## src/design/char_lcd_number_writer_assert.svh

```systemverilog
// ----------------------------------------------------------------------------
// char_lcd_number_writer_assert.svh : assertion macros for the LCD writer
// Concurrent checks sampled on clk, disabled while rst_n is low.
// ----------------------------------------------------------------------------
`ifndef CHAR_LCD_NUMBER_WRITER_ASSERT_SVH
`define CHAR_LCD_NUMBER_WRITER_ASSERT_SVH

// same-cycle implication
`define CNW_ASSERT_IMP(lbl, ante, cons, msg) \
  lbl: assert property (@(posedge clk) disable iff (!rst_n) (ante) |-> (cons)) \
    else $error(msg);

// next-cycle implication
`define CNW_ASSERT_NEXT(lbl, ante, cons, msg) \
  lbl: assert property (@(posedge clk) disable iff (!rst_n) (ante) |=> (cons)) \
    else $error(msg);

`endif

```

## src/design/cnw_pkg.sv

```systemverilog
// ----------------------------------------------------------------------------
// cnw_pkg : shared types and constants for the LCD number writer
// Request modes, job kinds, sequencer states and the LCD command bytes.
// ----------------------------------------------------------------------------
package cnw_pkg;

  // request modes
  localparam logic [2:0] MODE_INIT   = 3'd0;
  localparam logic [2:0] MODE_CURSOR = 3'd1;
  localparam logic [2:0] MODE_UDEC   = 3'd2;
  localparam logic [2:0] MODE_SDEC   = 3'd3;
  localparam logic [2:0] MODE_HEX    = 3'd4;
  localparam logic [2:0] MODE_BIN    = 3'd5;

  localparam logic [1:0] LINE_FIRST = 2'd1;

  // LCD command and character bytes
  localparam logic [7:0] CMD_FUNCTION_SET = 8'h38;
  localparam logic [7:0] CMD_DISPLAY_ON   = 8'h0C;
  localparam logic [7:0] CMD_ENTRY_MODE   = 8'h06;
  localparam logic [7:0] CMD_CLEAR        = 8'h01;
  localparam logic [7:0] CMD_DDRAM        = 8'h80;
  localparam logic [7:0] LINE2_OFFSET     = 8'h40;
  localparam logic [7:0] ASCII_ZERO       = 8'h30;
  localparam logic [7:0] ASCII_ALPHA_BASE = 8'h37;  // 'A' - 10
  localparam logic [7:0] ASCII_PLUS       = 8'h2B;
  localparam logic [7:0] ASCII_MINUS      = 8'h2D;

  localparam logic [1:0] INIT_LAST_IDX = 2'd3;

  localparam logic RS_COMMAND = 1'b0;
  localparam logic RS_DATA    = 1'b1;

  typedef enum logic [2:0] {
    KIND_INIT,
    KIND_CURSOR,
    KIND_UDEC,
    KIND_SDEC,
    KIND_HEX,
    KIND_BIN
  } cnw_kind_t;

  typedef enum logic [2:0] {
    ST_IDLE,
    ST_CONVERT,
    ST_INIT,
    ST_CURSOR,
    ST_SIGN,
    ST_DIGIT
  } cnw_state_t;

  typedef struct packed {
    cnw_kind_t  kind;
    logic       neg;
    logic [7:0] cursor;
  } cnw_job_ctrl_t;

  typedef struct packed {
    logic full;
    logic empty;
  } cnw_q_stat_t;

  typedef struct packed {
    logic busy;
  } cnw_back_stat_t;

  function automatic logic [7:0] init_cmd(input logic [1:0] idx);
    logic [7:0] b;
    unique case (idx)
      2'd0:    b = CMD_FUNCTION_SET;
      2'd1:    b = CMD_DISPLAY_ON;
      2'd2:    b = CMD_ENTRY_MODE;
      default: b = CMD_CLEAR;
    endcase
    return b;
  endfunction

  function automatic logic [7:0] ascii_digit(input logic [3:0] d);
    return (d < 4'd10) ? (ASCII_ZERO + 8'(d)) : (ASCII_ALPHA_BASE + 8'(d));
  endfunction

endpackage

```

## src/design/cnw_if.sv

```systemverilog
// ----------------------------------------------------------------------------
// cnw_if : request and LCD write channels
// Valid/ready channels; a transaction completes when both are high.
// ----------------------------------------------------------------------------
interface cnw_in_if;
  logic        valid;
  logic        ready;
  logic [2:0]  mode;
  logic [1:0]  line;
  logic [5:0]  column;
  logic [15:0] number;
  logic [4:0]  digit_count;

  modport source(output valid, mode, line, column, number, digit_count, input ready);
  modport sink(input valid, mode, line, column, number, digit_count, output ready);
endinterface

interface cnw_out_if;
  logic       valid;
  logic       ready;
  logic       reg_select;
  logic [7:0] bus_byte;
  logic       last;

  modport source(output valid, reg_select, bus_byte, last, input ready);
  modport sink(input valid, reg_select, bus_byte, last, output ready);
endinterface

```

## src/design/char_lcd_number_writer.sv

```systemverilog
// ----------------------------------------------------------------------------
// char_lcd_number_writer : turns requests into runs of character-LCD writes
// Path: a request is queued, fetched by the idle sequencer, converted to BCD
// in the decimal modes, and then its first write is registered for the LCD.
// Throughput: one write per cycle while the LCD side is ready; each request
// also spends a fetch and, in the decimal modes, the BCD conversion steps.
// Reset (sync, rst_n low) empties the job queue and idles the sequencer.
// ----------------------------------------------------------------------------
`include "char_lcd_number_writer_assert.svh"

module char_lcd_number_writer #(
  parameter int MAX_DIGITS   = 16,
  parameter int NUMBER_WIDTH = 16
) (
  input  logic       clk,
  input  logic       rst_n,
  cnw_in_if.sink     in_ch,
  cnw_out_if.source  out_ch
);
  import cnw_pkg::*;

  // width of the saturated digit count
  localparam int CW    = $clog2(MAX_DIGITS + 1);
  // one queued job: control word, value (magnitude in signed mode), count
  localparam int JOB_W = $bits(cnw_job_ctrl_t) + NUMBER_WIDTH + CW;

  cnw_q_stat_t             q_stat;
  cnw_back_stat_t          back_stat;
  logic                    q_push;
  logic                    q_pop;

  cnw_job_ctrl_t           f_ctrl;
  logic [NUMBER_WIDTH-1:0] f_value;
  logic [CW-1:0]           f_count;

  cnw_job_ctrl_t           b_ctrl;
  logic [NUMBER_WIDTH-1:0] b_value;
  logic [CW-1:0]           b_count;

  logic [JOB_W-1:0]        q_wdata;
  logic [JOB_W-1:0]        q_rdata;

  // Front end: takes a transaction whenever the queue has room, drops the
  // unused modes, and hands the sequencer a ready-made job.
  cnw_front #(
    .MAX_DIGITS   (MAX_DIGITS),
    .NUMBER_WIDTH (NUMBER_WIDTH),
    .CW           (CW)
  ) u_front (
    .in_ch     (in_ch),
    .q_stat    (q_stat),
    .push      (q_push),
    .job_ctrl  (f_ctrl),
    .job_value (f_value),
    .job_count (f_count)
  );

  assign q_wdata = {f_ctrl, f_value, f_count};

  // Two-entry queue so the front keeps taking requests while the
  // sequencer is still emitting the previous one.
  cnw_queue #(
    .WIDTH (JOB_W)
  ) u_queue (
    .clk   (clk),
    .rst_n (rst_n),
    .push  (q_push),
    .wdata (q_wdata),
    .pop   (q_pop),
    .rdata (q_rdata),
    .stat  (q_stat)
  );

  assign {b_ctrl, b_value, b_count} = q_rdata;

  // Back end: the write sequencer with its output register; a finished
  // write waits there while the sequencer prepares the next.
  cnw_back #(
    .MAX_DIGITS   (MAX_DIGITS),
    .NUMBER_WIDTH (NUMBER_WIDTH),
    .CW           (CW)
  ) u_back (
    .clk       (clk),
    .rst_n     (rst_n),
    .q_stat    (q_stat),
    .job_ctrl  (b_ctrl),
    .job_value (b_value),
    .job_count (b_count),
    .pop       (q_pop),
    .stat      (back_stat),
    .out_ch    (out_ch)
  );

  // A write that is not the last of its request means the sequencer is mid-job.
  `CNW_ASSERT_IMP(a_open_job_busy, out_ch.valid && !out_ch.last, back_stat.busy, "open write while sequencer idle")
  // Queue must never be pushed when full nor popped when empty.
  `CNW_ASSERT_IMP(a_no_push_full, q_push, !q_stat.full, "push into full job queue")
  `CNW_ASSERT_IMP(a_no_pop_empty, q_pop, !q_stat.empty, "pop from empty job queue")
  // Fetching a job always starts the sequencer.
  `CNW_ASSERT_NEXT(a_pop_starts, q_pop, back_stat.busy, "job fetched but sequencer idle")

endmodule

```

## src/design/cnw_queue.sv

```systemverilog
// ----------------------------------------------------------------------------
// cnw_queue : two-entry job queue
// Decouples request classification from the write sequencer.
// ----------------------------------------------------------------------------
module cnw_queue #(
  parameter int WIDTH = 32
) (
  input  logic                 clk,
  input  logic                 rst_n,
  input  logic                 push,
  input  logic [WIDTH-1:0]     wdata,
  input  logic                 pop,
  output logic [WIDTH-1:0]     rdata,
  output cnw_pkg::cnw_q_stat_t stat
);
  import cnw_pkg::*;

  localparam logic [1:0] FULL_CNT = 2'd2;

  logic [WIDTH-1:0] mem_r [2];
  logic             wr_ptr_r, wr_ptr_nxt;
  logic             rd_ptr_r, rd_ptr_nxt;
  logic [1:0]       cnt_r, cnt_nxt;

  assign stat.full  = (cnt_r == FULL_CNT);
  assign stat.empty = (cnt_r == 2'd0);
  assign rdata      = mem_r[rd_ptr_r];

  always_comb begin
    wr_ptr_nxt = push ? ~wr_ptr_r : wr_ptr_r;
    rd_ptr_nxt = pop  ? ~rd_ptr_r : rd_ptr_r;
    cnt_nxt    = cnt_r + 2'(push) - 2'(pop);
  end

  always_ff @(posedge clk) begin
    if (!rst_n) begin
      wr_ptr_r <= 1'b0;
      rd_ptr_r <= 1'b0;
      cnt_r    <= 2'd0;
    end else begin
      wr_ptr_r <= wr_ptr_nxt;
      rd_ptr_r <= rd_ptr_nxt;
      cnt_r    <= cnt_nxt;
    end
  end

  always_ff @(posedge clk) begin
    if (push) begin
      mem_r[wr_ptr_r] <= wdata;
    end
  end

endmodule

```

## src/design/cnw_front.sv

```systemverilog
// ----------------------------------------------------------------------------
// cnw_front : request intake and classification
// Decodes the mode, builds the cursor command, saturates the digit count
// and takes the magnitude of signed values before queueing the job.
// ----------------------------------------------------------------------------
module cnw_front #(
  parameter int MAX_DIGITS   = 16,
  parameter int NUMBER_WIDTH = 16,
  parameter int CW           = $clog2(MAX_DIGITS + 1)
) (
  cnw_in_if.sink                    in_ch,
  input  cnw_pkg::cnw_q_stat_t      q_stat,
  output logic                      push,
  output cnw_pkg::cnw_job_ctrl_t    job_ctrl,
  output logic [NUMBER_WIDTH-1:0]   job_value,
  output logic [CW-1:0]             job_count
);
  import cnw_pkg::*;

  localparam int EXT_W = (NUMBER_WIDTH > 16) ? NUMBER_WIDTH : 16;

  logic [EXT_W-1:0]        num_ext;
  logic [NUMBER_WIDTH-1:0] num_w;
  logic [7:0]              col_m1;
  logic [7:0]              addr;
  logic                    mode_ok;

  assign in_ch.ready = ~q_stat.full;

  assign num_ext = EXT_W'(in_ch.number);
  assign num_w   = num_ext[NUMBER_WIDTH-1:0];

  // column counts from 1; column 0 wraps, modulo 256
  assign col_m1 = 8'(in_ch.column) - 8'd1;
  assign addr   = (in_ch.line == LINE_FIRST) ? col_m1 : (col_m1 + LINE2_OFFSET);

  always_comb begin
    mode_ok       = 1'b1;
    job_ctrl.kind = KIND_CURSOR;
    unique case (in_ch.mode)
      MODE_INIT:   job_ctrl.kind = KIND_INIT;
      MODE_CURSOR: job_ctrl.kind = KIND_CURSOR;
      MODE_UDEC:   job_ctrl.kind = KIND_UDEC;
      MODE_SDEC:   job_ctrl.kind = KIND_SDEC;
      MODE_HEX:    job_ctrl.kind = KIND_HEX;
      MODE_BIN:    job_ctrl.kind = KIND_BIN;
      default:     mode_ok       = 1'b0;  // unused modes produce nothing
    endcase
  end

  assign job_ctrl.neg    = (in_ch.mode == MODE_SDEC) && num_w[NUMBER_WIDTH-1];
  assign job_ctrl.cursor = CMD_DDRAM | addr;
  assign job_value       = job_ctrl.neg ? (~num_w + 1'b1) : num_w;
  // set-cursor carries no digits
  assign job_count       = (in_ch.mode == MODE_CURSOR) ? '0 :
                           (32'(in_ch.digit_count) > 32'(MAX_DIGITS)) ?
                           CW'(MAX_DIGITS) : CW'(in_ch.digit_count);

  assign push = in_ch.valid && in_ch.ready && mode_ok;

endmodule

```

## src/design/cnw_back.sv

```systemverilog
// ----------------------------------------------------------------------------
// cnw_back : LCD write sequencer
// Pops jobs, runs a two-bit-per-cycle binary-to-BCD conversion for the
// decimal modes, then emits one bus write per cycle, while the output register is free.
// ----------------------------------------------------------------------------
module cnw_back #(
  parameter int MAX_DIGITS   = 16,
  parameter int NUMBER_WIDTH = 16,
  parameter int CW           = $clog2(MAX_DIGITS + 1)
) (
  input  logic                      clk,
  input  logic                      rst_n,
  input  cnw_pkg::cnw_q_stat_t      q_stat,
  input  cnw_pkg::cnw_job_ctrl_t    job_ctrl,
  input  logic [NUMBER_WIDTH-1:0]   job_value,
  input  logic [CW-1:0]             job_count,
  output logic                      pop,
  output cnw_pkg::cnw_back_stat_t   stat,
  cnw_out_if.source                 out_ch
);
  import cnw_pkg::*;

  localparam int W2         = NUMBER_WIDTH + (NUMBER_WIDTH % 2);
  localparam int STEPS      = W2 / 2;
  localparam int SW         = $clog2(STEPS + 1);
  localparam int BCD_DIGITS = ((NUMBER_WIDTH * 3) / 10) + 1;
  localparam int BCD_W      = BCD_DIGITS * 4;
  localparam int BI         = $clog2(BCD_DIGITS);
  localparam logic [SW-1:0] LAST_STEP = SW'(STEPS - 1);

  cnw_state_t              state_r, state_nxt;
  cnw_kind_t               kind_r, kind_nxt;
  logic                    neg_r, neg_nxt;
  logic [7:0]              cursor_r, cursor_nxt;
  logic [NUMBER_WIDTH-1:0] value_r, value_nxt;
  logic [CW-1:0]           count_r, count_nxt;
  logic [CW-1:0]           dig_r, dig_nxt;
  logic [1:0]              init_idx_r, init_idx_nxt;
  logic [SW-1:0]           step_r, step_nxt;
  logic [W2-1:0]           sh_r, sh_nxt;
  logic [BCD_W-1:0]        bcd_r, bcd_nxt;

  logic                    out_valid_r, out_valid_nxt;
  logic                    out_rs_r, out_rs_nxt;
  logic [7:0]              out_byte_r, out_byte_nxt;
  logic                    out_last_r, out_last_nxt;

  logic                    slot_free;
  logic                    emit;
  logic                    e_rs;
  logic [7:0]              e_byte;
  logic                    e_last;
  logic [BCD_W+W2-1:0]     cat;
  logic [NUMBER_WIDTH-1:0] hex_sh;
  logic [NUMBER_WIDTH-1:0] bin_sh;
  logic [31:0]             dig32;
  logic [BI-1:0]           bidx;
  logic [3:0]              dec_dig;
  logic [3:0]              cur_dig;

  assign out_ch.valid      = out_valid_r;
  assign out_ch.reg_select = out_rs_r;
  assign out_ch.bus_byte   = out_byte_r;
  assign out_ch.last       = out_last_r;
  assign stat.busy         = (state_r != ST_IDLE);

  assign slot_free = ~out_valid_r | out_ch.ready;

  // two double-dabble steps per cycle
  always_comb begin
    cat = {bcd_r, sh_r};
    for (int s = 0; s < 2; s++) begin
      for (int d = 0; d < BCD_DIGITS; d++) begin
        if (cat[W2 + 4*d +: 4] >= 4'd5) begin
          cat[W2 + 4*d +: 4] = cat[W2 + 4*d +: 4] + 4'd3;
        end
      end
      cat = cat << 1;
    end
  end

  // digit selection; digits above the value's width read as zero
  assign hex_sh  = value_r >> {dig_r, 2'b00};
  assign bin_sh  = value_r >> dig_r;
  assign dig32   = 32'(dig_r);
  assign bidx    = dig32[BI-1:0];
  assign dec_dig = (dig32 < 32'(BCD_DIGITS)) ? bcd_r[bidx*4 +: 4] : 4'd0;

  always_comb begin
    unique case (kind_r)
      KIND_HEX: cur_dig = hex_sh[3:0];
      KIND_BIN: cur_dig = {3'b000, bin_sh[0]};
      default:  cur_dig = dec_dig;
    endcase
  end

  always_comb begin
    state_nxt    = state_r;
    kind_nxt     = kind_r;
    neg_nxt      = neg_r;
    cursor_nxt   = cursor_r;
    value_nxt    = value_r;
    count_nxt    = count_r;
    dig_nxt      = dig_r;
    init_idx_nxt = init_idx_r;
    step_nxt     = step_r;
    sh_nxt       = sh_r;
    bcd_nxt      = bcd_r;
    pop          = 1'b0;
    emit         = 1'b0;
    e_rs         = RS_COMMAND;
    e_byte       = 8'h00;
    e_last       = 1'b0;

    unique case (state_r)
      ST_IDLE: begin
        if (!q_stat.empty) begin
          pop          = 1'b1;
          kind_nxt     = job_ctrl.kind;
          neg_nxt      = job_ctrl.neg;
          cursor_nxt   = job_ctrl.cursor;
          value_nxt    = job_value;
          count_nxt    = job_count;
          init_idx_nxt = 2'd0;
          step_nxt     = '0;
          sh_nxt       = W2'(job_value);
          bcd_nxt      = '0;
          unique case (job_ctrl.kind)
            KIND_INIT:            state_nxt = ST_INIT;
            KIND_UDEC, KIND_SDEC: state_nxt = ST_CONVERT;
            default:              state_nxt = ST_CURSOR;
          endcase
        end
      end
      ST_CONVERT: begin
        bcd_nxt  = cat[BCD_W+W2-1:W2];
        sh_nxt   = cat[W2-1:0];
        step_nxt = step_r + 1'b1;
        if (step_r == LAST_STEP) begin
          state_nxt = ST_CURSOR;
        end
      end
      ST_INIT: begin
        if (slot_free) begin
          emit         = 1'b1;
          e_rs         = RS_COMMAND;
          e_byte       = init_cmd(init_idx_r);
          e_last       = (init_idx_r == INIT_LAST_IDX);
          init_idx_nxt = init_idx_r + 2'd1;
          if (init_idx_r == INIT_LAST_IDX) begin
            state_nxt = ST_IDLE;
          end
        end
      end
      ST_CURSOR: begin
        if (slot_free) begin
          emit    = 1'b1;
          e_rs    = RS_COMMAND;
          e_byte  = cursor_r;
          e_last  = (kind_r != KIND_SDEC) && (count_r == '0);
          dig_nxt = count_r - 1'b1;
          if (kind_r == KIND_SDEC) begin
            state_nxt = ST_SIGN;
          end else if (count_r == '0) begin
            state_nxt = ST_IDLE;
          end else begin
            state_nxt = ST_DIGIT;
          end
        end
      end
      ST_SIGN: begin
        if (slot_free) begin
          emit      = 1'b1;
          e_rs      = RS_DATA;
          e_byte    = neg_r ? ASCII_MINUS : ASCII_PLUS;
          e_last    = (count_r == '0);
          state_nxt = (count_r == '0) ? ST_IDLE : ST_DIGIT;
        end
      end
      ST_DIGIT: begin
        if (slot_free) begin
          emit    = 1'b1;
          e_rs    = RS_DATA;
          e_byte  = ascii_digit(cur_dig);
          e_last  = (dig_r == '0);
          dig_nxt = dig_r - 1'b1;
          if (dig_r == '0) begin
            state_nxt = ST_IDLE;
          end
        end
      end
      default: state_nxt = ST_IDLE;
    endcase

    if (emit) begin
      out_valid_nxt = 1'b1;
      out_rs_nxt    = e_rs;
      out_byte_nxt  = e_byte;
      out_last_nxt  = e_last;
    end else begin
      out_valid_nxt = out_valid_r & ~out_ch.ready;
      out_rs_nxt    = out_rs_r;
      out_byte_nxt  = out_byte_r;
      out_last_nxt  = out_last_r;
    end
  end

  always_ff @(posedge clk) begin
    if (!rst_n) begin
      state_r     <= ST_IDLE;
      out_valid_r <= 1'b0;
    end else begin
      state_r     <= state_nxt;
      out_valid_r <= out_valid_nxt;
    end
  end

  always_ff @(posedge clk) begin
    kind_r     <= kind_nxt;
    neg_r      <= neg_nxt;
    cursor_r   <= cursor_nxt;
    value_r    <= value_nxt;
    count_r    <= count_nxt;
    dig_r      <= dig_nxt;
    init_idx_r <= init_idx_nxt;
    step_r     <= step_nxt;
    sh_r       <= sh_nxt;
    bcd_r      <= bcd_nxt;
    out_rs_r   <= out_rs_nxt;
    out_byte_r <= out_byte_nxt;
    out_last_r <= out_last_nxt;
  end

endmodule
```

## src/flat_wrapper.sv

```systemverilog
// flat-port wrapper written by rule: the top's interface ports become plain ports
module char_lcd_number_writer_flat import cnw_pkg::*;
#(
  parameter int MAX_DIGITS   = 16,
  parameter int NUMBER_WIDTH = 16
)
  (clk, rst_n, in_ch_valid, in_ch_mode, in_ch_line, in_ch_column, in_ch_number, in_ch_digit_count, in_ch_ready, out_ch_valid, out_ch_reg_select, out_ch_bus_byte, out_ch_last, out_ch_ready);
  cnw_in_if in_ch_i ();
  cnw_out_if out_ch_i ();
  input  logic clk;
  input  logic rst_n;
  input wire logic [$bits(in_ch_i.valid)-1:0] in_ch_valid;
  input wire logic [$bits(in_ch_i.mode)-1:0] in_ch_mode;
  input wire logic [$bits(in_ch_i.line)-1:0] in_ch_line;
  input wire logic [$bits(in_ch_i.column)-1:0] in_ch_column;
  input wire logic [$bits(in_ch_i.number)-1:0] in_ch_number;
  input wire logic [$bits(in_ch_i.digit_count)-1:0] in_ch_digit_count;
  output wire logic [$bits(in_ch_i.ready)-1:0] in_ch_ready;
  output wire logic [$bits(out_ch_i.valid)-1:0] out_ch_valid;
  output wire logic [$bits(out_ch_i.reg_select)-1:0] out_ch_reg_select;
  output wire logic [$bits(out_ch_i.bus_byte)-1:0] out_ch_bus_byte;
  output wire logic [$bits(out_ch_i.last)-1:0] out_ch_last;
  input wire logic [$bits(out_ch_i.ready)-1:0] out_ch_ready;
  assign in_ch_i.valid = in_ch_valid;
  assign in_ch_i.mode = in_ch_mode;
  assign in_ch_i.line = in_ch_line;
  assign in_ch_i.column = in_ch_column;
  assign in_ch_i.number = in_ch_number;
  assign in_ch_i.digit_count = in_ch_digit_count;
  assign in_ch_ready = in_ch_i.ready;
  assign out_ch_valid = out_ch_i.valid;
  assign out_ch_reg_select = out_ch_i.reg_select;
  assign out_ch_bus_byte = out_ch_i.bus_byte;
  assign out_ch_last = out_ch_i.last;
  assign out_ch_i.ready = out_ch_ready;
  char_lcd_number_writer #(.MAX_DIGITS(MAX_DIGITS), .NUMBER_WIDTH(NUMBER_WIDTH)) u_core (.clk(clk), .rst_n(rst_n), .in_ch(in_ch_i), .out_ch(out_ch_i));
endmodule
```

## config.mk

```make
export PLATFORM = sky130hd
export DESIGN_NAME = char_lcd_number_writer_flat
export DESIGN_NICKNAME = d
export VERILOG_FILES = /design/src/design/cnw_pkg.sv /design/src/design/cnw_if.sv /design/src/design/char_lcd_number_writer.sv /design/src/design/cnw_queue.sv /design/src/design/cnw_front.sv /design/src/design/cnw_back.sv /design/src/flat_wrapper.sv
export VERILOG_INCLUDE_DIRS = /design/src /design/src/design
export SDC_FILE = /design/constraint.sdc
export NUM_CORES = 1
export LEC_CHECK = 0
export BUFFER_PORTS_ARGS = -buffer_cell sky130_fd_sc_hd__buf_4
export CORE_MARGIN = 5
export CORE_UTILIZATION = 61
export DETAILED_ROUTE_END_ITERATION = 8
export PLACE_DENSITY = 0.8
export SYNTH_ARGS = -nofsm -noshare
export SYNTH_HDL_FRONTEND = slang
export SYNTH_SLANG_ARGS = --single-unit
```

## constraint.sdc

```tcl
create_clock -name clk -period 3.1 [get_ports clk]
set_input_delay 0.465 -clock clk [delete_from_list [all_inputs] [get_ports clk]]
set_output_delay 0.465 -clock clk [all_outputs]
set_load 0.02 [all_outputs]
```

; ---- Yosys cells after proc, flatten, opt, wreduce, memory -nomap -nowiden
; Memory sizes are Yosys's and may differ from the RTL's. A register that Yosys moved wholly into a read port is not among the register bits.
; Cells that the tools add are included.
[classes]
n_addsub = 21
order_cmp = 13
eq_ne = 30
shift = 3
n_mux = 64
bitwise_logic = 9
reduce_logical = 23
[ops]
columns = cell, count
row1 = $ge 4x3->1 const B, 10
row2 = $mux 4, 10
row3 = $pmux 20 s2, 1
row4 = $mux 3, 13
row5 = $add 4x2->4 const B, 8
row6 = $mux 16, 2
row7 = $pmux 16 s2, 1
row8 = $pmux 8 s4, 1
row9 = $eq 3x2->1 const B, 7
row10 = $mux 7, 3
row11 = $mux 20, 1
row12 = $mux 5, 4
row13 = $shiftx 20x6->4, 1
row14 = $eq 3x3->1 const B, 6
row15 = $pmux 3 s6, 1
row16 = $pmux 6 s3, 1
row17 = $add 16x1->16 const B, 1
row18 = $ne 2x2->1 const B, 8
row19 = $not 16->16, 1
row20 = $pmux 4 s2, 2
row21 = $shr 16x5->1, 1
row22 = $shr 16x7->4, 1
row23 = $pmux 3 s5, 1
row24 = $add 6x4->7 const A, 2
row25 = other kinds (37), 76
[totals]
regBits = 98
mem_bits_rw = 64
output_inout_bits = 12
wordCells = 182
mem_count = 1
[memory_table]
columns = name, words, width, rd, rd_ports_with_merged_regs, write_ports, line_no
row1 = u_core.u_queue.mem_r, 2, 32, 1, 1, 1, cnw_queue.sv:20  ; logic [WIDTH-1:0] mem_r [2];

; ---- Logic depth before layout (Yosys ltp)
[depth]
depth_word = 7
mapped_depth = 11

; ---- Hierarchy
; Synthesis repeated with hierarchy kept, for this count alone.
[unflattened]
hier_cells = 680
hier_area_um2 = 8649.5
[modules_own_cells]
columns = mod, n_inst, cells_each, area_each_um2, seq_area_each_um2
row1 = cnw_back, 1, 478, 5342.6, 2782.7
row2 = cnw_queue, 1, 124, 2762.6, 2082.0
row3 = cnw_front, 1, 78, 544.3, 0.0

; ---- Least setup slack after synthesis
; Ideal clock, no wire load.
[synth_path]
kind = register -> register
start = register u_core.u_back.state_r[0]
end = register u_core.u_back.bcd_r[0], enable pin
arrival_time_ps = 2343
required_ps = 2702
path_slack_ps = 359
path_stages_with_launch = 8
period_less_slack_ps = 2741
cell_sequence = dfxtp_1 buf_2 inv_1 clkbuf_1 or3_1 clkbuf_1 buf_1 nand2_1
[synth_via]
elab_chain_cells = 3
[synth_rtl]
columns = element, line_no
row1 = from (decl), cnw_back.sv:31  ; cnw_state_t state_r, state_nxt;
row2 = from (signal assigned), cnw_back.sv:213  ; state_r <= state_nxt;
row3 = $eq 3x1->1 / $logic_not 3->1 (equally long branches), cnw_back.sv:115  ; unique case (state_r)
row4 = $reduce_bool 2->1 (no source line) / $ne 2x2->1 (equally long branches), n/a
row5 = $reduce_and 2->1 (no source line) *, n/a
row6 = to (signal assigned), cnw_back.sv:228  ; bcd_r <= bcd_nxt;
row7 = to (decl), cnw_back.sv:41  ; logic [BCD_W-1:0] bcd_r, bcd_nxt;
; Mark *: on every way between the ends. The rest lies on a longest branch, timed or not.
; A chain may end at the register's enable or synchronous reset.

; ---- Final worst setup path
[layout_path]
start = register u_core.u_back.dig_r[1]
end = register u_core.u_back.out_byte_r[6] (netlist: u_core.u_back.out_ch.bus_byte[6]) (data pin)
[layout_via]
elab_chain_cells = 7
[layout_rtl]
columns = element, line_no
row1 = from (decl), cnw_back.sv:37  ; logic [CW-1:0] dig_r, dig_nxt;
row2 = from (signal assigned), cnw_back.sv:224  ; dig_r <= dig_nxt;
row3 = $shiftx 20x6->4 / $lt 5x3->1 (equally long branches), cnw_back.sv:87  ; assign dec_dig = (dig32 < 32'(BCD_DIGITS)) ? bcd_r[bidx*4 +: 4] : 4'd0;
row4 = $mux 4, cnw_back.sv:87
row5 = $pmux 4 s2 *, cnw_back.sv:90  ; unique case (kind_r)
row6 = $add 6x4->7 / $lt 4x4->1 (equally long branches), cnw_pkg.sv:79  ; return (d < 4'd10) ? (ASCII_ZERO + 8'(d)) : (ASCII_ALPHA_BASE + 8'(d));
row7 = $mux 7 *, cnw_pkg.sv:79
row8 = $mux 7 *, cnw_back.sv:181  ; if (slot_free) begin
row9 = $pmux 8 s4 *, cnw_back.sv:115
row10 = net u_core.u_back.e_byte[6], cnw_back.sv:51  ; logic [7:0] e_byte;
row11 = to (signal assigned), cnw_back.sv:230  ; out_byte_r <= out_byte_nxt;
row12 = to (decl), cnw_back.sv:45  ; logic [7:0] out_byte_r, out_byte_nxt;
; The timed path passes the listed nets; every way through them passes the cells marked *.

==> out/qor.yml <==
timing:
  min_period_ps: 2680
  fmax_mhz: 373
  relSlewSlack_pct: 53.3
  rsz0062_at_grt: "no"
  fin_crit_sh_pct: 86.4
  tightest_slew_ps: 701
  skew_ps: 8.47
  setup_ws_ps: 420
  slew_violations: 0
  setup_viol: 0
  hold_viol: 0
  tns_ps: 0
synthesis:
  seq_area_frac_synth_pct: 57.0
  async_flop_share_pct: 0
  synthCells: 684
  synth_fp_nets: 751
  syn_avg_cell_area_um2: 12.2
  synth_top_cells_by_area: "edfxtp_1, mux2_2, ha_1"
  ys.flop_type: "edfxtp_1"
  yosysMostFrequentCell: "edfxtp_1"
  synth_top_area_cell: "edfxtp_1"
  synth_common_cells: "edfxtp_1, nor2_1, a21oi_1, mux2_2, inv_1"
  ys_types: 58
  synth_edf_count: 153
  ys_seq_elements: 162
  syn_area_mm2: 0.00837
  synth_top_cell_area_share_pct: 54.9
  synth-warning-count: 0
cells_and_area:
  regArea_mm2: 0.00477
  fin_area_mm2: 0.00955
  diodes: 0
  area_growth_syn_to_layout_pct: 14.0
  final_nets: 805
  fillers: 893
  drive_gt1_share_pct: 18.1
  multi_input_area_mm2: 0.00335
critical_path:
  critical_path.top_delay_family: "flip-flops"
  rr_worst_depth: 8
  crit_type: "flip-flop to flip-flop"
  cp_max_fo: 19
  critPathBufInv: 0
  r2r_setup_slack_ps: 420
  slowest_delay_ps: 800
  path_cells: "mux4_1 > mux2_2 > nand3_1 > and4_1 > ha_1 > a21oi_1 > o21ai_0 > o2bb2ai_1"
  r2r-start: "u_core.u_back.dig_r[1]"
  critPathRequiredTime_ps: 3260
  critPathArrivalTime_ps: 2840
  crit_path_end_kind: "flip-flop"
  rr_endpoint: "u_core.u_back.out_ch.bus_byte[6]"
  critPathSlowestCell: "edfxtp_1"
  worst_setup_path_start_kind: "flip-flop"
route:
  dr.pass1.iters: 5
  dr.first_iter.drc_count: 385
  vias: 5409
  routed_via_density: 5.83
  wire_per_inst_um: 17.6
  detail_route.wirelength_mm: 16.3
  detail-route-antenna-nets: 0
  drc_errors: 0
grt:
  grt_pass1_wl_mm: 26.6
  grt_max_degree: 41
  grt_pass1_vias: 5436
  gr-usage-all-layers_pct: 20.9
  antenna_found_initial: 0
  grt_remaining_overflow: 0
floorplan:
  coreArea_mm2: 0.0133
  initial_core_util_pct: 62.7
  chipHeight_um: 127
  std_cell_rows: 42
  dieWidth_um: 127
  io_pins: 48
  dieArea_mm2: 0.0162
clock_tree:
  post-cts-setup-buffers: 0
  hold_buffers: 0
  cts_inserted_buffers: 17
  cts_max_path_buffers: 2
  clockRootBuffer: "clkbuf_16"
  clock-sinks: 162
  clk_pin_slew_worst_paths_ps: 60
  cts_resized: 0
  worstSkewPairLatency_ps: 430
  htreeDepth: 4
  cts_tree: "yes"
job:
  cap_violations: 0
worst_hold_path:
  hp-start: "in_ch_number[0]"
  hp-class: "input pin to flip-flop"
  hold_depth: 1
  min_to: "u_core.u_queue.mem_r[1][5]"
place:
  io_buffer_count: 47
  globalplace.congestion: 0.856
  hpwlAfterDp_mm: 11.7
  place_ws_ps: 433
  place_area_mm2: 0.00894
power_and_ir_drop:
  leakagePower_uw: 0.00358
  p_per_area_mw_per_mm2: 1020
  ir_drop_mv: 0.599
  total_power_uw: 9700
outcome:
  status: "finished, final reports clean"
worst register-to-register path, cell delays in order (launching register included):
cell and delay [ps]:
edfxtp_1 800, mux4_1 400, mux2_2 270, nand3_1 80, and4_1 250, ha_1 190, a21oi_1 50, o21ai_0 250
o2bb2ai_1 130
area by class of cell:
type | instances | share of cell area (%)
inverter | 35 | 1.38
multi-input combinational | 462 | 35.1
sequential | 162 | 50.0
clock inverter | 14 | 1.85
timing repair buffer | 60 | 4.85
tap | 176 | 2.31
clock buffer | 18 | 4.49
through the flow:
step / hold slack [ps] / utilization, % / cells
2_1_floorplan: 497 / - / 684
3_3_place_gp: 509 / 67.0 / 895
3_5_place_dp: 519 / 67.0 / 895
4_1_cts: 229 / 71.5 / 927
5_1_grt: 231 / 71.5 / 927
6_report: 245 / 71.5 / 927
cell families (layout without fill, tap and decap cells):
group / after synthesis / after routing / synth area share [%]
adder cells (fa/ha/maj): 31 / 31 / 4.63
AND/OR/NAND/NOR: 211 / 211 / 12.8
buffers and inverters: 60 / 127 / 2.99
flip-flops: 162 / 162 / 57.0
AO/OA/AOI/OAI: 114 / 114 / 8.47
multiplexers: 68 / 68 / 10.1
XOR/XNOR: 38 / 38 / 3.97
metal layers:
metal	vias up	track usage, %	share of wire, %	wire [um]
met4	0	8.08	1.9	315
met2	146	34.6	50	8230
met5	-	0	0	0
met1	2617	27.5	43	6960
li1	2616	-	-	-
met3	30	4.22	5.1	832
how the worst max path moves through the flow:
| stage | to | cells past startpoint | start |
|---|---|---|---|
| after global routing | u_core.u_back.out_ch.bus_byte[6] | 9 | u_core.u_back.dig_r[1] |
| final | u_core.u_back.out_ch.bus_byte[6] | 8 | u_core.u_back.dig_r[1] |
| after floorplan | u_core.u_back.bcd_r[0] | 7 | u_core.u_back.state_r[0] |
| after CTS | u_core.u_back.out_ch.bus_byte[6] | 8 | u_core.u_back.dig_r[1] |
| after global placement | u_core.u_back.out_ch.bus_byte[6] | 8 | u_core.u_back.dig_r[1] |
| after detailed placement | u_core.u_back.out_ch.bus_byte[6] | 8 | u_core.u_back.dig_r[1] |
registers in the layout, summed over array words and instances (netlist names), 2 cells and up, named ones only:
name and cells:
u_core.u_queue.mem_r 64, u_core.u_back.bcd_r 20, u_core.u_back.sh_r 16, u_core.u_back.value_r 16
u_core.u_back.out_ch.bus_byte 8, u_core.u_back.cursor_r 7, u_core.u_back.count_r 5, u_core.u_back.dig_r 5
u_core.u_back.step_r 4, u_core.u_back.kind_r 3, u_core.u_back.state_r 3, u_core.u_back.init_idx_r 2
u_core.u_queue.cnt_r 2
placed cells by master (no fill, tap or decap), types with 4 or more instances in the layout:
master / netlist / layout
a21boi_0: 5 / 5
inv_1: 35 / 35
nand2_1: 27 / 27
and2_1: 16 / 16
nor3b_1: 12 / 12
nor2b_1: 12 / 12
nand2b_1: 18 / 18
xor2_1: 7 / 7
nand3_1: 8 / 8
dfxtp_1: 9 / 9
mux2_2: 38 / 38
mux4_1: 4 / 4
nor2_1: 80 / 78
edfxtp_1: 153 / 153
xnor2_1: 31 / 31
clkbuf_16: 0 / 17
clkinvlp_4: 0 / 4
mux4_2: 4 / 4
mux2i_1: 22 / 22
nor3_1: 9 / 9
o21ai_0: 28 / 28
a21o_1: 5 / 5
buf_4: 0 / 59
ha_1: 31 / 31
o21a_1: 7 / 7
nand3b_1: 7 / 7
a21oi_1: 38 / 38
or3_1: 5 / 5
where the power goes:
part,switching [uW],internal [uW],leakage (uW),total [uW]
clock network,862,1280,0.000282,2140
logic,2170,1570,0.00178,3740
registers,442,3380,0.00152,3820
total,3470,6230,0.00358,9700
No activity file was read; power rests on OpenSTA's default activity.
